$ cat src/hw/rtl/x86ild_pkg.sv
`timescale 1ns / 1ps
package x86ild_pkg;

  typedef enum logic [2:0] {
    PH_PREFIX = 3'd0,
    PH_OPC    = 3'd1,
    PH_OPC2   = 3'd2,
    PH_MODRM  = 3'd3,
    PH_SIB    = 3'd4,
    PH_TAIL   = 3'd5
  } phase_e;

  typedef enum logic [1:0] {
    ST_PENDING  = 2'd0,
    ST_COMPLETE = 2'd1,
    ST_FAIL     = 2'd2
  } status_e;

  localparam logic [7:0] F_MODRM = 8'h01;
  localparam logic [7:0] F_IMM8  = 8'h02;
  localparam logic [7:0] F_IMM16 = 8'h04;
  localparam logic [7:0] F_IMMZ  = 8'h08;
  localparam logic [7:0] F_REL8  = 8'h10;
  localparam logic [7:0] F_REL32 = 8'h20;
  localparam logic [7:0] F_MOVI  = 8'h40;
  localparam logic [7:0] F_SUP   = 8'h80;

  localparam logic [7:0] OP_ESC   = 8'h0F;
  localparam logic [7:0] PFX_OPSZ = 8'h66;
  localparam logic [7:0] PFX_ADSZ = 8'h67;
  localparam logic [7:0] OP_RET   = 8'hC3;
  localparam logic [7:0] OP_RETI  = 8'hC2;
  localparam logic [7:0] OP_GRP3B = 8'hF6;
  localparam logic [7:0] OP_GRP3V = 8'hF7;
  localparam logic [7:0] REX_LO   = 8'h40;
  localparam logic [7:0] REX_HI   = 8'h4F;

  // Result item, packed highest field first.
  typedef struct packed {
    logic [8:0] prologue_length;
    logic       prologue_done;
    logic [2:0] rel_size;
    logic [7:0] rel_offset;
    logic       has_rel_branch;
    logic [7:0] rip_disp_offset;
    logic       has_rip_relative;
    logic       is_return;
    logic [7:0] instr_length;
    logic       instr_valid;
  } result_t;

  function automatic logic [7:0] one_byte_flags(input logic [7:0] op);
    logic [7:0] f;
    f = 8'h00;
    if (op < 8'h40) begin
      if (op[2:0] <= 3'd3) f = F_SUP | F_MODRM;
      else if (op[2:0] == 3'd4) f = F_SUP | F_IMM8;
      else if (op[2:0] == 3'd5) f = F_SUP | F_IMMZ;
    end else if (op >= 8'h50 && op <= 8'h5F) f = F_SUP;
    else if (op >= 8'h70 && op <= 8'h7F) f = F_SUP | F_REL8;
    else if (op >= 8'h84 && op <= 8'h8B) f = F_SUP | F_MODRM;
    else if (op >= 8'h90 && op <= 8'h99) f = F_SUP;
    else if (op >= 8'hB0 && op <= 8'hB7) f = F_SUP | F_IMM8;
    else if (op >= 8'hB8 && op <= 8'hBF) f = F_SUP | F_MOVI;
    else if (op >= 8'hD0 && op <= 8'hD3) f = F_SUP | F_MODRM;
    else begin
      case (op)
        8'h63, 8'h8D, 8'h8F, 8'hF6, 8'hF7, 8'hFE, 8'hFF: f = F_SUP | F_MODRM;
        8'h68, 8'hA9: f = F_SUP | F_IMMZ;
        8'h69, 8'h81, 8'hC7: f = F_SUP | F_MODRM | F_IMMZ;
        8'h6A, 8'hA8: f = F_SUP | F_IMM8;
        8'h6B, 8'h80, 8'h83, 8'hC0, 8'hC1, 8'hC6: f = F_SUP | F_MODRM | F_IMM8;
        8'h9C, 8'h9D, 8'hC3, 8'hC9, 8'hCC, 8'hF5, 8'hF8, 8'hF9, 8'hFC, 8'hFD:
          f = F_SUP;
        8'hC2: f = F_SUP | F_IMM16;
        8'hE8, 8'hE9: f = F_SUP | F_REL32;
        8'hEB: f = F_SUP | F_REL8;
        default: f = 8'h00;
      endcase
    end
    return f;
  endfunction

  function automatic logic [7:0] two_byte_flags(input logic [7:0] op);
    logic [7:0] f;
    f = 8'h00;
    if ((op >= 8'h10 && op <= 8'h1F) || (op >= 8'h28 && op <= 8'h2F) ||
        (op >= 8'h40 && op <= 8'h4F) || (op >= 8'h51 && op <= 8'h6F) ||
        (op >= 8'h74 && op <= 8'h7F) || (op >= 8'h90 && op <= 8'h9F) ||
        (op >= 8'hD0 && op <= 8'hFE) || (op >= 8'hBB && op <= 8'hC1))
      f = F_SUP | F_MODRM;
    else if (op >= 8'h70 && op <= 8'h73) f = F_SUP | F_MODRM | F_IMM8;
    else if (op >= 8'h80 && op <= 8'h8F) f = F_SUP | F_REL32;
    else begin
      case (op)
        8'h05, 8'h0B, 8'hA2: f = F_SUP;
        8'hA3, 8'hA5, 8'hAB, 8'hAD, 8'hAF, 8'hB0, 8'hB1, 8'hB3, 8'hB6, 8'hB7:
          f = F_SUP | F_MODRM;
        8'hA4, 8'hAC, 8'hBA, 8'hC6: f = F_SUP | F_MODRM | F_IMM8;
        default: f = 8'h00;
      endcase
    end
    return f;
  endfunction

  function automatic logic is_legacy_prefix(input logic [7:0] b);
    return b == 8'h26 || b == 8'h2E || b == 8'h36 || b == 8'h3E ||
           b == 8'h64 || b == 8'h65 || b == PFX_OPSZ || b == PFX_ADSZ ||
           b == 8'hF0 || b == 8'hF2 || b == 8'hF3;
  endfunction

endpackage

$ cat src/hw/rtl/x86_64_instruction_length_decoder_top.sv
`timescale 1ns / 1ps
// x86-64 instruction length decoder. Feed code bytes one item per cycle on the
// s_axis side, tlast marking the buffer's final byte; one result item comes out
// on m_axis for each finished or failed instruction. A byte accepted into the input
// register is decoded by the core, which loads the result register, and the result
// item then moves into the output buffer, from which it is offered on m_axis.
// Throughput is one byte per cycle when nothing stalls: each byte passes one table
// lookup and counter update between the input register and the result register. A
// two-entry output buffer sits behind the result register, so s_axis_tready_o
// depends on registered state only; when the buffer is full the result register
// holds, then the input register holds and tready drops. Once the prologue measure
// finishes, bytes up to the next tlast give no result. The user must write min_length
// (reset 5, 0 acts as 1) via cfg_valid_i/cfg_data_i only while idle; not enforced.
module x86_64_instruction_length_decoder_top (
  input  logic        clk_i,
  input  logic        rst_ni,
  input  logic        cfg_valid_i,
  output logic        cfg_ready_o,
  input  logic [7:0]  cfg_data_i,          // min_length
  input  logic        s_axis_tvalid_i,
  output logic        s_axis_tready_o,
  input  logic [7:0]  s_axis_tdata_i,      // code_byte
  input  logic        s_axis_tlast_i,      // last_byte
  output logic        m_axis_tvalid_o,
  input  logic        m_axis_tready_i,
  output logic [47:0] m_axis_tdata_o       // instr_valid, instr_length, is_return,
                                           // has_rip_relative, rip_disp_offset,
                                           // has_rel_branch, rel_offset, rel_size,
                                           // prologue_done, prologue_length, pad
);
  import x86ild_pkg::*;

  logic [7:0] minl_q;
  logic       in_v_q, in_l_q;
  logic [7:0] in_b_q;
  logic       res_v;
  result_t    res;
  result_t    buf_q [2];
  logic [1:0] cnt_q;
  logic       rd_q, wr_q;
  logic       push, pop;
  logic       res_free, step;

  assign cfg_ready_o = 1'b1;

  always_ff @(posedge clk_i or negedge rst_ni) begin
    if (!rst_ni) minl_q <= 8'd5;
    else if (cfg_valid_i) minl_q <= cfg_data_i;
  end

  // Move the result register into the buffer while there is room; the result
  // register is free when empty or moving, and the core steps only then.
  assign push     = res_v && (cnt_q != 2'd2);
  assign res_free = !res_v || push;
  assign step     = in_v_q && res_free;

  // Take a new item when the input register is empty or being consumed.
  assign s_axis_tready_o = !in_v_q || res_free;

  always_ff @(posedge clk_i or negedge rst_ni) begin
    if (!rst_ni) in_v_q <= 1'b0;
    else if (s_axis_tready_o) in_v_q <= s_axis_tvalid_i;
  end

  // Hold the byte while it waits for the core.
  always_ff @(posedge clk_i) begin
    if (s_axis_tready_o) begin
      in_b_q <= s_axis_tdata_i;
      in_l_q <= s_axis_tlast_i;
    end
  end

  x86ild_core u_core (
    .clk_i       (clk_i),
    .rst_ni      (rst_ni),
    .step_i      (step),
    .byte_i      (in_b_q),
    .last_i      (in_l_q),
    .min_length_i(minl_q),
    .res_ready_i (res_free),
    .res_valid_o (res_v),
    .res_o       (res)
  );

  assign pop = m_axis_tvalid_o && m_axis_tready_i;

  always_ff @(posedge clk_i or negedge rst_ni) begin
    if (!rst_ni) begin
      cnt_q <= '0; rd_q <= 1'b0; wr_q <= 1'b0;
    end else begin
      if (push) wr_q <= !wr_q;
      if (pop) rd_q <= !rd_q;
      cnt_q <= cnt_q + {1'b0, push} - {1'b0, pop};
    end
  end

  always_ff @(posedge clk_i) begin
    if (push) buf_q[wr_q] <= res;
  end

  assign m_axis_tvalid_o = cnt_q != 2'd0;
  assign m_axis_tdata_o  = {7'd0, buf_q[rd_q]};

`ifndef SYNTHESIS
  a_no_overflow: assert property (@(posedge clk_i) disable iff (!rst_ni)
    (cnt_q == 2'd2) |-> !push) else $error("result buffer overflow");
  a_cnt_range: assert property (@(posedge clk_i) disable iff (!rst_ni)
    cnt_q != 2'd3) else $error("result count out of range");
  a_res_hold: assert property (@(posedge clk_i) disable iff (!rst_ni)
    (res_v && !push) |=> (res_v && $stable(res))) else $error("waiting result lost");
`endif
endmodule

$ cat src/hw/rtl/x86ild_core.sv
`timescale 1ns / 1ps
module x86ild_core (
  input  logic                clk_i,
  input  logic                rst_ni,
  input  logic                step_i,
  input  logic [7:0]          byte_i,
  input  logic                last_i,
  input  logic [7:0]          min_length_i,
  input  logic                res_ready_i,
  output logic                res_valid_o,
  output x86ild_pkg::result_t res_o
);
  import x86ild_pkg::*;

  phase_e      phase_q, phase_d;
  logic [7:0]  count_q, count_d;
  logic [3:0]  skip_q, skip_d;
  logic [7:0]  flags_q, flags_d;
  logic [7:0]  opc_q, opc_d;
  logic        opsz_q, opsz_d, adsz_q, adsz_d, rexw_q, rexw_d, two_q, two_d;
  logic [8:0]  total_q, total_d;
  logic        fin_q, fin_d;
  logic [1:0]  mode_q, mode_d;
  logic        ret_q, ret_d, rip_q, rip_d, rel_q, rel_d;
  logic [7:0]  ripoff_q, ripoff_d, reloff_q, reloff_d;
  logic [2:0]  relsz_q, relsz_d;

  status_e     st;
  logic [7:0]  fl, cnt;
  logic        tail_go;
  logic [2:0]  disp;
  logic [3:0]  imm;
  logic [7:0]  minl;
  logic [8:0]  sum;
  logic        reached, done;
  result_t     res;
  logic        emit;

  always_comb begin
    phase_d = phase_q; count_d = count_q; skip_d = skip_q; flags_d = flags_q;
    opc_d = opc_q; opsz_d = opsz_q; adsz_d = adsz_q; rexw_d = rexw_q;
    two_d = two_q; total_d = total_q; fin_d = fin_q; mode_d = mode_q;
    ret_d = ret_q; rip_d = rip_q; rel_d = rel_q; ripoff_d = ripoff_q;
    reloff_d = reloff_q; relsz_d = relsz_q;
    st = ST_PENDING; fl = 8'h00; tail_go = 1'b0; disp = 3'd0; imm = 4'd0;
    cnt = count_q + 8'd1;
    minl = (min_length_i == 8'd0) ? 8'd1 : min_length_i;
    sum = 9'd0; reached = 1'b0; done = 1'b0; res = '0; emit = 1'b0;

    if (step_i && !fin_q) begin
      if (count_q == 8'd255) st = ST_FAIL;
      else begin
        count_d = cnt;
        fl = flags_q;
        case (phase_q)
          PH_PREFIX, PH_OPC, PH_OPC2: begin
            if (phase_q == PH_PREFIX && is_legacy_prefix(byte_i)) begin
              if (byte_i == PFX_OPSZ) opsz_d = 1'b1;
              if (byte_i == PFX_ADSZ) adsz_d = 1'b1;
            end else if (phase_q == PH_PREFIX && byte_i >= REX_LO && byte_i <= REX_HI) begin
              rexw_d = byte_i[3];
              phase_d = PH_OPC;
            end else if (phase_q != PH_OPC2 && byte_i == OP_ESC) begin
              two_d = 1'b1;
              phase_d = PH_OPC2;
            end else begin
              if (phase_q == PH_OPC2) fl = two_byte_flags(byte_i);
              else begin
                fl = one_byte_flags(byte_i);
                ret_d = (byte_i == OP_RET || byte_i == OP_RETI);
              end
              if ((fl & F_SUP) == 8'h00) st = ST_FAIL;
              else begin
                opc_d = byte_i;
                flags_d = fl;
                if ((fl & F_MODRM) != 8'h00) phase_d = PH_MODRM;
                else tail_go = 1'b1;
              end
            end
          end
          PH_MODRM: begin
            mode_d = byte_i[7:6];
            if (!two_q && byte_i[5:3] <= 3'd1) begin
              if (opc_q == OP_GRP3B) fl = fl | F_IMM8;
              if (opc_q == OP_GRP3V) fl = fl | F_IMMZ;
            end
            flags_d = fl;
            if (byte_i[7:6] != 2'd3 && byte_i[2:0] == 3'd4) phase_d = PH_SIB;
            else begin
              tail_go = 1'b1;
              if (byte_i[7:6] == 2'd0 && byte_i[2:0] == 3'd5) begin
                rip_d = !adsz_q;
                ripoff_d = cnt;
                disp = 3'd4;
              end else if (byte_i[7:6] == 2'd1) disp = 3'd1;
              else if (byte_i[7:6] == 2'd2) disp = 3'd4;
            end
          end
          PH_SIB: begin
            tail_go = 1'b1;
            if (mode_q == 2'd0 && byte_i[2:0] == 3'd5) disp = 3'd4;
            else if (mode_q == 2'd1) disp = 3'd1;
            else if (mode_q == 2'd2) disp = 3'd4;
          end
          PH_TAIL: begin
            if (skip_q == 4'd0) st = ST_COMPLETE;
            else begin
              skip_d = skip_q - 4'd1;
              if (skip_d == 4'd0) st = ST_COMPLETE;
            end
          end
          default: st = ST_FAIL;
        endcase

        if (tail_go) begin
          if ((fl & F_MOVI) != 8'h00) imm = imm + (rexw_q ? 4'd8 : (opsz_q ? 4'd2 : 4'd4));
          if ((fl & F_IMM8) != 8'h00) imm = imm + 4'd1;
          if ((fl & F_IMM16) != 8'h00) imm = imm + 4'd2;
          if ((fl & F_IMMZ) != 8'h00) imm = imm + (opsz_q ? 4'd2 : 4'd4);
          skip_d = {1'b0, disp} + imm;
          if ((fl & F_REL8) != 8'h00) begin
            rel_d = 1'b1; reloff_d = cnt + {5'd0, disp} + {4'd0, imm}; relsz_d = 3'd1;
            skip_d = skip_d + 4'd1;
          end
          if ((fl & F_REL32) != 8'h00) begin
            rel_d = 1'b1; reloff_d = cnt + {5'd0, disp} + {4'd0, imm}; relsz_d = 3'd4;
            skip_d = skip_d + 4'd4;
          end
          phase_d = PH_TAIL;
          if (skip_d == 4'd0) st = ST_COMPLETE;
        end
      end

      if (st == ST_PENDING && last_i) st = ST_FAIL;

      if (st != ST_PENDING) begin
        emit = 1'b1;
        if (st == ST_FAIL) begin
          res.prologue_done = 1'b1;
          done = 1'b1;
        end else begin
          sum = total_q + {1'b0, count_d};
          reached = sum >= {1'b0, minl};
          done = ret_d || reached || last_i;
          total_d = sum;
          res.instr_valid = 1'b1;
          res.instr_length = count_d;
          res.is_return = ret_d;
          res.has_rip_relative = rip_d;
          res.rip_disp_offset = ripoff_d;
          res.has_rel_branch = rel_d;
          res.rel_offset = reloff_d;
          res.rel_size = relsz_d;
          res.prologue_done = done;
          res.prologue_length = (done && reached) ? sum : 9'd0;
        end
        // Clear per-instruction state.
        phase_d = PH_PREFIX; count_d = '0; skip_d = '0; flags_d = '0; opc_d = '0;
        opsz_d = 1'b0; adsz_d = 1'b0; rexw_d = 1'b0; two_d = 1'b0; mode_d = '0;
        ret_d = 1'b0; rip_d = 1'b0; rel_d = 1'b0; ripoff_d = '0; reloff_d = '0;
        relsz_d = '0;
        if (done) fin_d = 1'b1;
      end
      if (last_i) begin
        total_d = '0;
        fin_d = 1'b0;
      end
    end else if (step_i && fin_q && last_i) begin
      fin_d = 1'b0;
      total_d = '0;
    end
  end

  always_ff @(posedge clk_i or negedge rst_ni) begin
    if (!rst_ni) begin
      phase_q <= PH_PREFIX; count_q <= '0; skip_q <= '0; flags_q <= '0;
      opc_q <= '0; opsz_q <= 1'b0; adsz_q <= 1'b0; rexw_q <= 1'b0; two_q <= 1'b0;
      total_q <= '0; fin_q <= 1'b0; mode_q <= '0; ret_q <= 1'b0; rip_q <= 1'b0;
      rel_q <= 1'b0; ripoff_q <= '0; reloff_q <= '0; relsz_q <= '0;
      res_valid_o <= 1'b0;
    end else begin
      phase_q <= phase_d; count_q <= count_d; skip_q <= skip_d; flags_q <= flags_d;
      opc_q <= opc_d; opsz_q <= opsz_d; adsz_q <= adsz_d; rexw_q <= rexw_d;
      two_q <= two_d; total_q <= total_d; fin_q <= fin_d; mode_q <= mode_d;
      ret_q <= ret_d; rip_q <= rip_d; rel_q <= rel_d; ripoff_q <= ripoff_d;
      reloff_q <= reloff_d; relsz_q <= relsz_d;
      if (res_ready_i) res_valid_o <= emit;
    end
  end

  always_ff @(posedge clk_i) begin
    if (emit) res_o <= res;
  end

`ifndef SYNTHESIS
  a_skip_tail: assert property (@(posedge clk_i) disable iff (!rst_ni)
    (skip_q != 4'd0) |-> (phase_q == PH_TAIL)) else $error("skip outside tail");
  a_fin_idle: assert property (@(posedge clk_i) disable iff (!rst_ni)
    fin_q |-> (count_q == 8'd0 && phase_q == PH_PREFIX)) else $error("skip with open instr");
  a_emit_clear: assert property (@(posedge clk_i) disable iff (!rst_ni)
    emit |=> (count_q == 8'd0)) else $error("count not cleared");
`endif
endmodule
$ cat config.mk
export PLATFORM = sky130hd
export DESIGN_NAME = x86_64_instruction_length_decoder_top
export DESIGN_NICKNAME = d
export VERILOG_FILES = /design/src/hw/rtl/x86ild_pkg.sv /design/src/hw/rtl/x86_64_instruction_length_decoder_top.sv /design/src/hw/rtl/x86ild_core.sv
export SDC_FILE = /design/constraint.sdc
export NUM_CORES = 1
export LEC_CHECK = 0
export ABC_CLOCK_PERIOD_IN_PS = 8300
export BUFFER_PORTS_ARGS = -buffer_cell sky130_fd_sc_hd__buf_4
export CAP_MARGIN = 20
export CORE_UTILIZATION = 45
export CTS_CLUSTER_DIAMETER = 150
export DETAILED_ROUTE_END_ITERATION = 7
export HOLD_SLACK_MARGIN = 0.02
export PLACE_DENSITY = 0.67
export SLEW_MARGIN = 20
export SYNTH_ARGS = -nofsm -noshare
export SYNTH_HDL_FRONTEND = slang
export SYNTH_HIERARCHICAL = 1
export SYNTH_SLANG_ARGS = --single-unit
$ cat constraint.sdc
create_clock -name clk_i -period 8.3 [get_ports clk_i]
set_input_delay 1.66 -clock clk_i [delete_from_list [all_inputs] [get_ports clk_i]]
set_output_delay 1.66 -clock clk_i [all_outputs]
set_load 0.02 [all_outputs]
# ---- Word-level counts from Yosys, hierarchy flattened
# Memory sizes are Yosys's and may differ from the RTL's.
# Cells that the tools add are included.
dict set report word_totals {
  ff_bits 133
  ram_bits 82
  inputBits 22
  output_inout_bits 51
  word_cells 492
  memories 1
}
# name words width rd rd_clocked_by_memory_dff write_ports line
set memory_table {}
lappend memory_table {buf_q 2 41 1 0 1 x86_64_instruction_length_decoder_top.sv:38} ;# result_t buf_q [2];
dict set report op_classes {
  add_sub_neg 13
  order_cmp 34
  n_eq_ne 97
  muxes 198
  n_bitwise 3
  n_reduce_logical 110
}
# op n
set op_table {}
lappend op_table {{equality test 8 bit, second input constant} 49}
lappend op_table {{2-to-1 mux 8 bit} 48}
lappend op_table {{2-to-1 mux 4 bit} 32}
lappend op_table {{equality test 8 x 7 -> 1 bit, second input constant} 9}
lappend op_table {{less-or-equal comparator 8 bit, second input constant} 9}
lappend op_table {{2-to-1 mux 3 bit} 24}
lappend op_table {{one-hot mux 8 bit (9 select lines)} 1}
lappend op_table {{2-to-1 mux 1 bit} 61}
lappend op_table {{>= comparator 8 bit, second input constant} 7}
lappend op_table {{2-to-1 mux 9 bit} 5}
lappend op_table {{>= comparator 8 x 7 -> 1 bit, second input constant} 5}
lappend op_table {{less-or-equal comparator 8 x 7 -> 1 bit, second input constant} 5}
lappend op_table {{2-to-1 mux 7 bit} 5}
lappend op_table {{logical AND 1 bit} 33}
lappend op_table {{equality test 8 x 6 -> 1 bit, second input constant} 4}
lappend op_table {{2-to-1 mux 2 bit} 15}
lappend op_table {{!= test 3 bit, second input constant} 8}
lappend op_table {{one-hot mux 8 bit (3 select lines)} 1}
lappend op_table {{logical OR 1 bit} 22}
lappend op_table {{AND reduction 7 bit} 3}
lappend op_table {{nonzero test 2 bit} 10}
lappend op_table {{OR reduction 10 bit} 2}
lappend op_table {{equality test 8 x 4 -> 1 bit, second input constant} 2}
lappend op_table {{zero test 8 bit} 2}
lappend op_table {{54 further kinds} 93}

# ---- Depth between registers and ports, before layout
dict set report depth {
  depth_word 72
  depth_mapped 25
}

# ---- Cells and area by module
# Netlist, hierarchy kept.
# mod n_inst cells_each area_each_um2 seq_area_each_um2
set by_module_without_submodules {}
lappend by_module_without_submodules {x86ild_core 1 782 7322.0 2932.8}
lappend by_module_without_submodules {x86_64_instruction_length_decoder_top 1 192 3897.5 3060.4}

# ---- Worst setup path before layout
# No wires, ideal clock.
dict set report synth_path {
  kind {register to register}
  start {reg in_b_q[7]}
  end {reg u_core/res_o[0] in the netlist's numbering, enable pin}
  arrival_ns 6.050
  path_slack_ns 1.855
  stages_incl_launch_ff 22
  period_less_slack_ns 6.445
  cell_sequence {edfxtp_1 -> or4_4 -> nor3_2 -> or2_1 -> buf_6 -> nor2_4 -> mux2i_1 -> nor3_1 -> ha_1 -> mux2_2 -> fa_1 -> mux2_2 -> ha_1 -> xnor2_1 -> or3_1 -> o2bb2a_1 -> o22ai_1 -> or4_4 -> nand3_1 -> buf_4 -> nand2_1 -> inv_1}
}
dict set report synth_between {
  elab_chain_cells 65
}
# item line
set synth_rtl {}
lappend synth_rtl {{start: declaration} x86_64_instruction_length_decoder_top.sv:35} ;# logic [7:0] in_b_q;
lappend synth_rtl {{start signal: assignment} x86_64_instruction_length_decoder_top.sv:68} ;# in_b_q <= s_axis_tdata_i;
lappend synth_rtl {{>= comparator 8 bit (tied with other cells)} {x86ild_pkg.sv:65, x86ild_pkg.sv:90}}
lappend synth_rtl {{logical AND 1 bit, on equally long branches} {x86ild_pkg.sv:65, x86ild_pkg.sv:87}}
lappend synth_rtl {{2-to-1 mux 8 bit / logical OR 1 bit (equally long branches)} {x86ild_pkg.sv:65, x86ild_pkg.sv:87}}
lappend synth_rtl {{2-to-1 mux 8 bit / logical OR 1 bit (equally long branches)} {x86ild_pkg.sv:64, x86ild_pkg.sv:87}}
lappend synth_rtl {{2-to-1 mux 8 bit / logical OR 1 bit (equally long branches)} {x86ild_pkg.sv:63, x86ild_pkg.sv:88}}
lappend synth_rtl {{2-to-1 mux 8 bit / logical OR 1 bit (equally long branches)} {x86ild_pkg.sv:62, x86ild_pkg.sv:88}}
lappend synth_rtl {{2-to-1 mux 8 bit / logical OR 1 bit (equally long branches)} {x86ild_pkg.sv:61, x86ild_pkg.sv:89}}
lappend synth_rtl {{2-to-1 mux 8 bit / logical OR 1 bit (equally long branches)} {x86ild_pkg.sv:60, x86ild_pkg.sv:89}}
lappend synth_rtl {{[50 not listed]} -}
lappend synth_rtl {{zero test 2 bit} x86ild_core.sv:134} ;# if (st == ST_PENDING && last_i) st = ST_FAIL;
lappend synth_rtl {{logical AND 1 bit} x86ild_core.sv:134}
lappend synth_rtl {{2-to-1 mux 2 bit *} x86ild_core.sv:134}
lappend synth_rtl {{2-to-1 mux 2 bit *} x86ild_core.sv:50} ;# if (step_i && !fin_q) begin
lappend synth_rtl {{nonzero test 2 bit *} x86ild_core.sv:136} ;# if (st != ST_PENDING) begin
lappend synth_rtl {{2-to-1 mux 1 bit *} x86ild_core.sv:136}
lappend synth_rtl {{2-to-1 mux 1 bit *} x86ild_core.sv:50}
lappend synth_rtl {{net u_core.emit} x86ild_core.sv:37} ;# logic emit;
lappend synth_rtl {{end signal: assignment} x86ild_core.sv:192} ;# if (emit) res_o <= res;
lappend synth_rtl {{end: declaration} x86ild_core.sv:11} ;# output x86ild_pkg::result_t res_o
# Mark *: on every way through the listed nets, which the timed path passes. The rest lies on a longest branch. The select of a mux whose other input is x is not followed.
# A chain may end at the register's enable or synchronous reset.

# ---- Worst setup path after layout
dict set report layout_path {
  start {reg in_b_q[6]}
  end {reg u_core.ripoff_q[1]}
}
dict set report layout_between {
  elab_chain_cells 64
}
# item line
set layout_rtl {}
lappend layout_rtl {{>= comparator 8 bit (tied with other cells)} {x86ild_pkg.sv:65, x86ild_pkg.sv:90}}
lappend layout_rtl {{logical AND 1 bit, on equally long branches} {x86ild_pkg.sv:65, x86ild_pkg.sv:87}}
lappend layout_rtl {{2-to-1 mux 8 bit / logical OR 1 bit (equally long branches)} {x86ild_pkg.sv:65, x86ild_pkg.sv:87}}
lappend layout_rtl {{2-to-1 mux 8 bit / logical OR 1 bit (equally long branches)} {x86ild_pkg.sv:64, x86ild_pkg.sv:87}}
lappend layout_rtl {{2-to-1 mux 8 bit / logical OR 1 bit (equally long branches)} {x86ild_pkg.sv:63, x86ild_pkg.sv:88}}
lappend layout_rtl {{2-to-1 mux 8 bit / logical OR 1 bit (equally long branches)} {x86ild_pkg.sv:62, x86ild_pkg.sv:88}}
lappend layout_rtl {{2-to-1 mux 8 bit / logical OR 1 bit (equally long branches)} {x86ild_pkg.sv:61, x86ild_pkg.sv:89}}
lappend layout_rtl {{2-to-1 mux 8 bit / logical OR 1 bit (equally long branches)} {x86ild_pkg.sv:60, x86ild_pkg.sv:89}}
lappend layout_rtl {{[48 not listed]} -}
lappend layout_rtl {{2-to-1 mux 2 bit} x86ild_core.sv:51} ;# if (count_q == 8'd255) st = ST_FAIL;
lappend layout_rtl {{2-to-1 mux 2 bit} x86ild_core.sv:50}
lappend layout_rtl {{zero test 2 bit} x86ild_core.sv:134}
lappend layout_rtl {{logical AND 1 bit} x86ild_core.sv:134}
lappend layout_rtl {{2-to-1 mux 2 bit} x86ild_core.sv:134}
lappend layout_rtl {{2-to-1 mux 2 bit} x86ild_core.sv:50}
lappend layout_rtl {{nonzero test 2 bit} x86ild_core.sv:136}
lappend layout_rtl {{2-to-1 mux 8 bit *} x86ild_core.sv:136}
lappend layout_rtl {{end signal: assignment} x86ild_core.sv:185} ;# ret_q <= ret_d; rip_q <= rip_d; rel_q <= rel_d; ripoff_q <= ripoff_d;
lappend layout_rtl {{end: declaration} x86ild_core.sv:25} ;# logic [7:0] ripoff_q, ripoff_d, reloff_q, reloff_d;
# Every way passes the cells marked *; elsewhere a longest branch is shown, timed or not. The select of a mux whose other input is x is not followed.

==> flow_summary.html <==
<table>
<tr><th>Metric</th><th>Value</th></tr>
<tr><th colspan="2">Critical path</th></tr>
<tr><td>RR Endpoint</td><td>u_core/ripoff_q[1]</td></tr>
<tr><td>Number of cells on the worst reg-to-reg path</td><td>20</td></tr>
<tr><td>CP Data Arrival Time</td><td>7.33 ns</td></tr>
<tr><td>Largest fanout on the critical path</td><td>33</td></tr>
<tr><td>Kind of capture point of the worst setup path</td><td>flip-flop</td></tr>
<tr><td>Critical Path RT</td><td>8.70 ns</td></tr>
<tr><td>Kind of start point of the critical path</td><td>flip-flop</td></tr>
<tr><td>Worst setup path category</td><td>reg2reg</td></tr>
<tr><td>Setup slack of the worst register-to-register path</td><td>1.38 ns</td></tr>
<tr><td>Start of the worst register-to-register path</td><td>in_b_q[6]</td></tr>
<tr><th colspan="2">GRT</th></tr>
<tr><td>Antenna violations before repair</td><td>0</td></tr>
<tr><td>Total routing usage reported by global routing</td><td>19.5%</td></tr>
<tr><td>Overall overflow remaining after global route</td><td>0</td></tr>
<tr><td>Vias in the first global route</td><td>7685</td></tr>
<tr><td>Maximum number of pins on one net before global-route repair</td><td>73</td></tr>
<tr><td>First-pass GRT wire length</td><td>40.4 mm</td></tr>
<tr><th colspan="2">Logic synthesis</th></tr>
<tr><td>Share of synthesized cell area in full adder, half adder and majority cells</td><td>4.46%</td></tr>
<tr><td>Number of warnings reported in the yosys synthesis log</td><td>6</td></tr>
<tr><td>Combinational family with the most area after synthesis</td><td>simple AND/OR/NAND/NOR gates</td></tr>
<tr><td>Commonest register cell after synthesis</td><td>edfxtp_1</td></tr>
<tr><td>Fraction of synthesized cell area taken by the top area cell type</td><td>35.3%</td></tr>
<tr><td>Post-synthesis register bit count</td><td>213</td></tr>
<tr><td>Synth async-reset ratio</td><td>38.0%</td></tr>
<tr><td>Area fraction in compound gates after synthesis</td><td>14.2%</td></tr>
<tr><td>Most area-consuming cells after synthesis</td><td>edfxtp_1 (35%), dfrtp_1 (18%), mux2_2 (5.4%)</td></tr>
<tr><td>Synth Area in XOR/XNOR</td><td>2.34%</td></tr>
<tr><td>Multiplexer share of the synthesized area</td><td>5.87%</td></tr>
<tr><td>Post-Syn Area</td><td>11200 um2</td></tr>
<tr><td>EDFF count, synth</td><td>132</td></tr>
<tr><td>Gate count after technology mapping</td><td>974</td></tr>
<tr><td>Avg Synthesized Cell Area</td><td>11.5 um2</td></tr>
<tr><td>Fraction of the yosys area taken by sequential cells</td><td>53.4%</td></tr>
<tr><td>Post-synthesis simple-gate area fraction</td><td>14.9%</td></tr>
<tr><td>Leading area contributor after synthesis</td><td>edfxtp_1</td></tr>
<tr><td>Number of distinct library cells after synthesis</td><td>93</td></tr>
<tr><th colspan="2">Power and ir drop</th></tr>
<tr><td>Internal Pwr Total</td><td>0.00249 W</td></tr>
<tr><td>Net switching power figure</td><td>0.00137 W</td></tr>
<tr><td>Pwr per Cell Area</td><td>306 nW/um2</td></tr>
<tr><td>Lkg Pwr</td><td>5.05 nW</td></tr>
<tr><td>Total design power</td><td>0.00385 W</td></tr>
<tr><td>Part of the total power dissipated in sequential elements</td><td>40.2%</td></tr>
<tr><td>Share of total power in combinational logic</td><td>34.6%</td></tr>
<tr><td>Worst supply voltage drop on vdd</td><td>0.000168 V</td></tr>
<tr><td>Clock network fraction of design power</td><td>25.2%</td></tr>
<tr><td>Share of total power consumed by net switching</td><td>35.5%</td></tr>
<tr><th colspan="2">Final layout</th></tr>
<tr><td>Ratio of cells with drive above 1 in the final layout</td><td>18.6%</td></tr>
<tr><td>Top library cells by usage in the layout, fill and taps aside</td><td>edfxtp_1 (132), dfrtp_1 (79), buf_4 (76), nand2_1 (73), nor2_1 (63)</td></tr>
<tr><td>Leading cell type in the layout, fill and taps excluded</td><td>edfxtp_1</td></tr>
<tr><td>Number of antenna diodes</td><td>0</td></tr>
<tr><td>Post-route core utilization</td><td>51.6%</td></tr>
<tr><td>Finished Layout Cells</td><td>1362</td></tr>
<tr><td>Fill cells</td><td>2179</td></tr>
<tr><td>Area growth, synth to finish</td><td>12.2%</td></tr>
<tr><td>Layout Nets</td><td>1080</td></tr>
<tr><th colspan="2">STA</th></tr>
<tr><td>Tmin final</td><td>6.92 ns</td></tr>
<tr><td>Post-Route Hold Slack</td><td>0.443 ns</td></tr>
<tr><td>Number of hold-slack violations in the final timing report</td><td>0</td></tr>
<tr><td>Final period utilization</td><td>83.4%</td></tr>
<tr><td>Worst clock skew</td><td>0.0133 ns</td></tr>
<tr><td>Transition time at the pin with the least slew margin</td><td>1.18 ns</td></tr>
<tr><td>Max-Slew Margin vs Limit</td><td>21.0%</td></tr>
<tr><td>FMAX</td><td>144 MHz</td></tr>
<tr><td>Max Transition Viols Final</td><td>0</td></tr>
<tr><td>Final sum of negative setup slack</td><td>0 ns</td></tr>
<tr><td>RSZ-0062 raised after global routing</td><td>no</td></tr>
<tr><td>Setup-failing EPs final</td><td>0</td></tr>
<tr><th colspan="2">Floorplan</th></tr>
<tr><td>Horizontal extent of the die</td><td>160 um</td></tr>
<tr><td>Area enclosed by the die boundary</td><td>25600 um2</td></tr>
<tr><td>Initial standard-cell utilization of the core</td><td>46.0%</td></tr>
<tr><td>Vertical die dimension</td><td>160 um</td></tr>
<tr><td>Core area</td><td>24400 um2</td></tr>
<tr><td>Placement Rows</td><td>57</td></tr>
<tr><td># IOs</td><td>73</td></tr>
<tr><th colspan="2">Clock tree</th></tr>
<tr><td>Total CTS buffers</td><td>23</td></tr>
<tr><td>CTS Hold Bufs</td><td>0</td></tr>
<tr><td>Number of setup buffers added after CTS</td><td>0</td></tr>
<tr><td>CTS root buffer</td><td>clkbuf_16</td></tr>
<tr><td>Clock Sink Count</td><td>213</td></tr>
<tr><td>H-Tree Depth</td><td>1</td></tr>
<tr><td>Register clock-pin slew on the reported worst setup and hold paths</td><td>0.07 ns</td></tr>
<tr><td>Count of cells resized by post-cts repair</td><td>0</td></tr>
<tr><td>CTS tree</td><td>done</td></tr>
<tr><td>Clock latency on the worst-skew pair</td><td>0.52 ns</td></tr>
<tr><td>Number of buffers on the longest clock path</td><td>3</td></tr>
<tr><th colspan="2">Route</th></tr>
<tr><td>Remaining DRCs</td><td>0</td></tr>
<tr><td>Count of routing violations after the opening detailed-route iteration</td><td>491</td></tr>
<tr><td>Post-route ant nets</td><td>0</td></tr>
<tr><td>Routed wire length</td><td>24.6 mm</td></tr>
<tr><td>Overall via count from detail_route</td><td>7921</td></tr>
<tr><td>First-pass iteration count of the detailed router</td><td>5</td></tr>
<tr><td>Vias per std cell</td><td>5.82</td></tr>
<tr><td>Wirelength per Cell</td><td>18.1 um</td></tr>
<tr><th colspan="2">Min path</th></tr>
<tr><td>Origin of the worst min-delay path</td><td>u_core/res_o[23]</td></tr>
<tr><td>Class of the worst hold path</td><td>reg2reg</td></tr>
<tr><td>Min-Delay Path Depth</td><td>0</td></tr>
<tr><td>End point of the most critical hold path</td><td>buf_q[1][23]</td></tr>
<tr><th colspan="2">Place</th></tr>
<tr><td>Number of instances in the placed design</td><td>1320</td></tr>
<tr><td>Final HPWL from detailed placement</td><td>17.1 mm</td></tr>
<tr><td>Count of buffers from port buffering</td><td>64</td></tr>
<tr><td>Final GP Congestion</td><td>0.938</td></tr>
<tr><th colspan="2">Job</th></tr>
<tr><td>Number of max-cap violations</td><td>0</td></tr>
<tr><th colspan="2">Outcome</th></tr>
<tr><td>Result of the run</td><td>complete, no violations</td></tr>
</table>
-- cells in the mapped netlist, types with 7 or more instances --
cell / instances
a211oi_1: 9
a21o_1: 7
a21oi_1: 50
a22o_1: 17
a32o_1: 16
and2_1: 11
and3_1: 13
buf_2: 21
buf_4: 10
buf_6: 8
clkbuf_1: 18
dfrtp_1: 79
edfxtp_1: 132
ha_1: 32
inv_1: 45
mux2_2: 54
nand2_1: 73
nand2b_1: 14
nand3_1: 21
nor2_1: 64
nor2b_1: 11
nor3_1: 22
nor3_2: 7
nor4_1: 8
o211ai_1: 8
o21ai_0: 28
o2bb2ai_1: 9
o31ai_1: 14
xnor2_1: 19
xor2_1: 11
-- per-stage QoR --
stage          cell area (um2)  setup WS (ns)
2_1_floorplan            11200           1.85
3_3_place_gp             11900           1.67
3_5_place_dp             11900           1.44
4_1_cts                  12600           1.44
5_1_grt                  12600          0.990
6_report                 12600           1.38
-- worst max path at each step --
stage,end,cells after the start,start
floorplan,u_core/res_o[0],21,in_b_q[7]
global placement,u_core/ripoff_q[3],20,in_b_q[6]
detailed placement,u_core/ripoff_q[4],20,in_b_q[6]
CTS,u_core/ripoff_q[1],20,in_b_q[6]
global route,u_core/ripoff_q[1],20,in_b_q[6]
finish,u_core/ripoff_q[1],20,in_b_q[6]
-- metal layers --
layer | GRT usage (%) | wire, um | share of wire [%]
met2 | 32.4 | 11800 | 48
met1 | 26.4 | 10900 | 44
met3 | 3.40 | 1390 | 5.7
met4 | 5.32 | 566 | 2.3
met5 | 0 | 0 | 0
-- critical path, stage by stage (launching register included) --
cell and delay, ns:
edfxtp_1 0.87, nand2b_1 0.30, o41ai_1 0.55, or2_1 0.37, nor2_4 0.12, mux2i_1 0.16
nor3_1 0.20, ha_1 0.27, mux2_2 0.28, fa_1 0.44, mux2_2 0.30, ha_1 0.31
xnor2_1 0.15, or3_1 0.36, o2bb2a_1 0.29, o22ai_1 0.10, or4_4 0.55, nand3_1 0.12
buf_4 0.38, o21ai_1 0.31, a22o_1 0.36
-- power by group through the flow --
stage	Combinational [W]	Clock (W)	Sequential [W]
after floorplan	0.00103	0	0.00149
after CTS	0.00134	0.00100	0.00155
after global placement	0.00132	0	0.00156
after global routing	0.00146	0.00104	0.00158
final	0.00133	0.000971	0.00155
after detailed placement	0.00134	0	0.00157
-- registers in the layout (all words and copies together), names as in the netlist, 2 cells and up --
signal and cells:
buf_q 82, u_core/res_o 41, u_core/total_q 9, in_b_q 8
minl_q 8, u_core/count_q 8, u_core/opc_q 8, u_core/reloff_q 8
u_core/ripoff_q 8, u_core/flags_q 6, u_core/skip_q 4, u_core/phase_q 3
u_core/relsz_q 3, cnt_q 2, u_core/mode_q 2
-- final cells by class --
class	instances	area (um2)	share of cell area (%)
Inverter	48	181	1.44
Clock inverter	9	92.6	0.735
Timing Repair Buffer	76	571	4.53
Clock buffer	33	634	5.04
Multi-Input combinational cell	659	4720	37.4
Tap cell	324	405	3.22
Sequential cell	213	5990	47.6
-- cell families after synthesis --
group / after synthesis
DFF: 213
other: 2
AOI/OAI and AO/OA: 222
buffers and inverters: 108
xor gates and xnor gates: 30
muxes: 59
adders and majority gates: 37
and+or+nand+nor: 303
No activity file was read; power rests on OpenSTA's default activity.
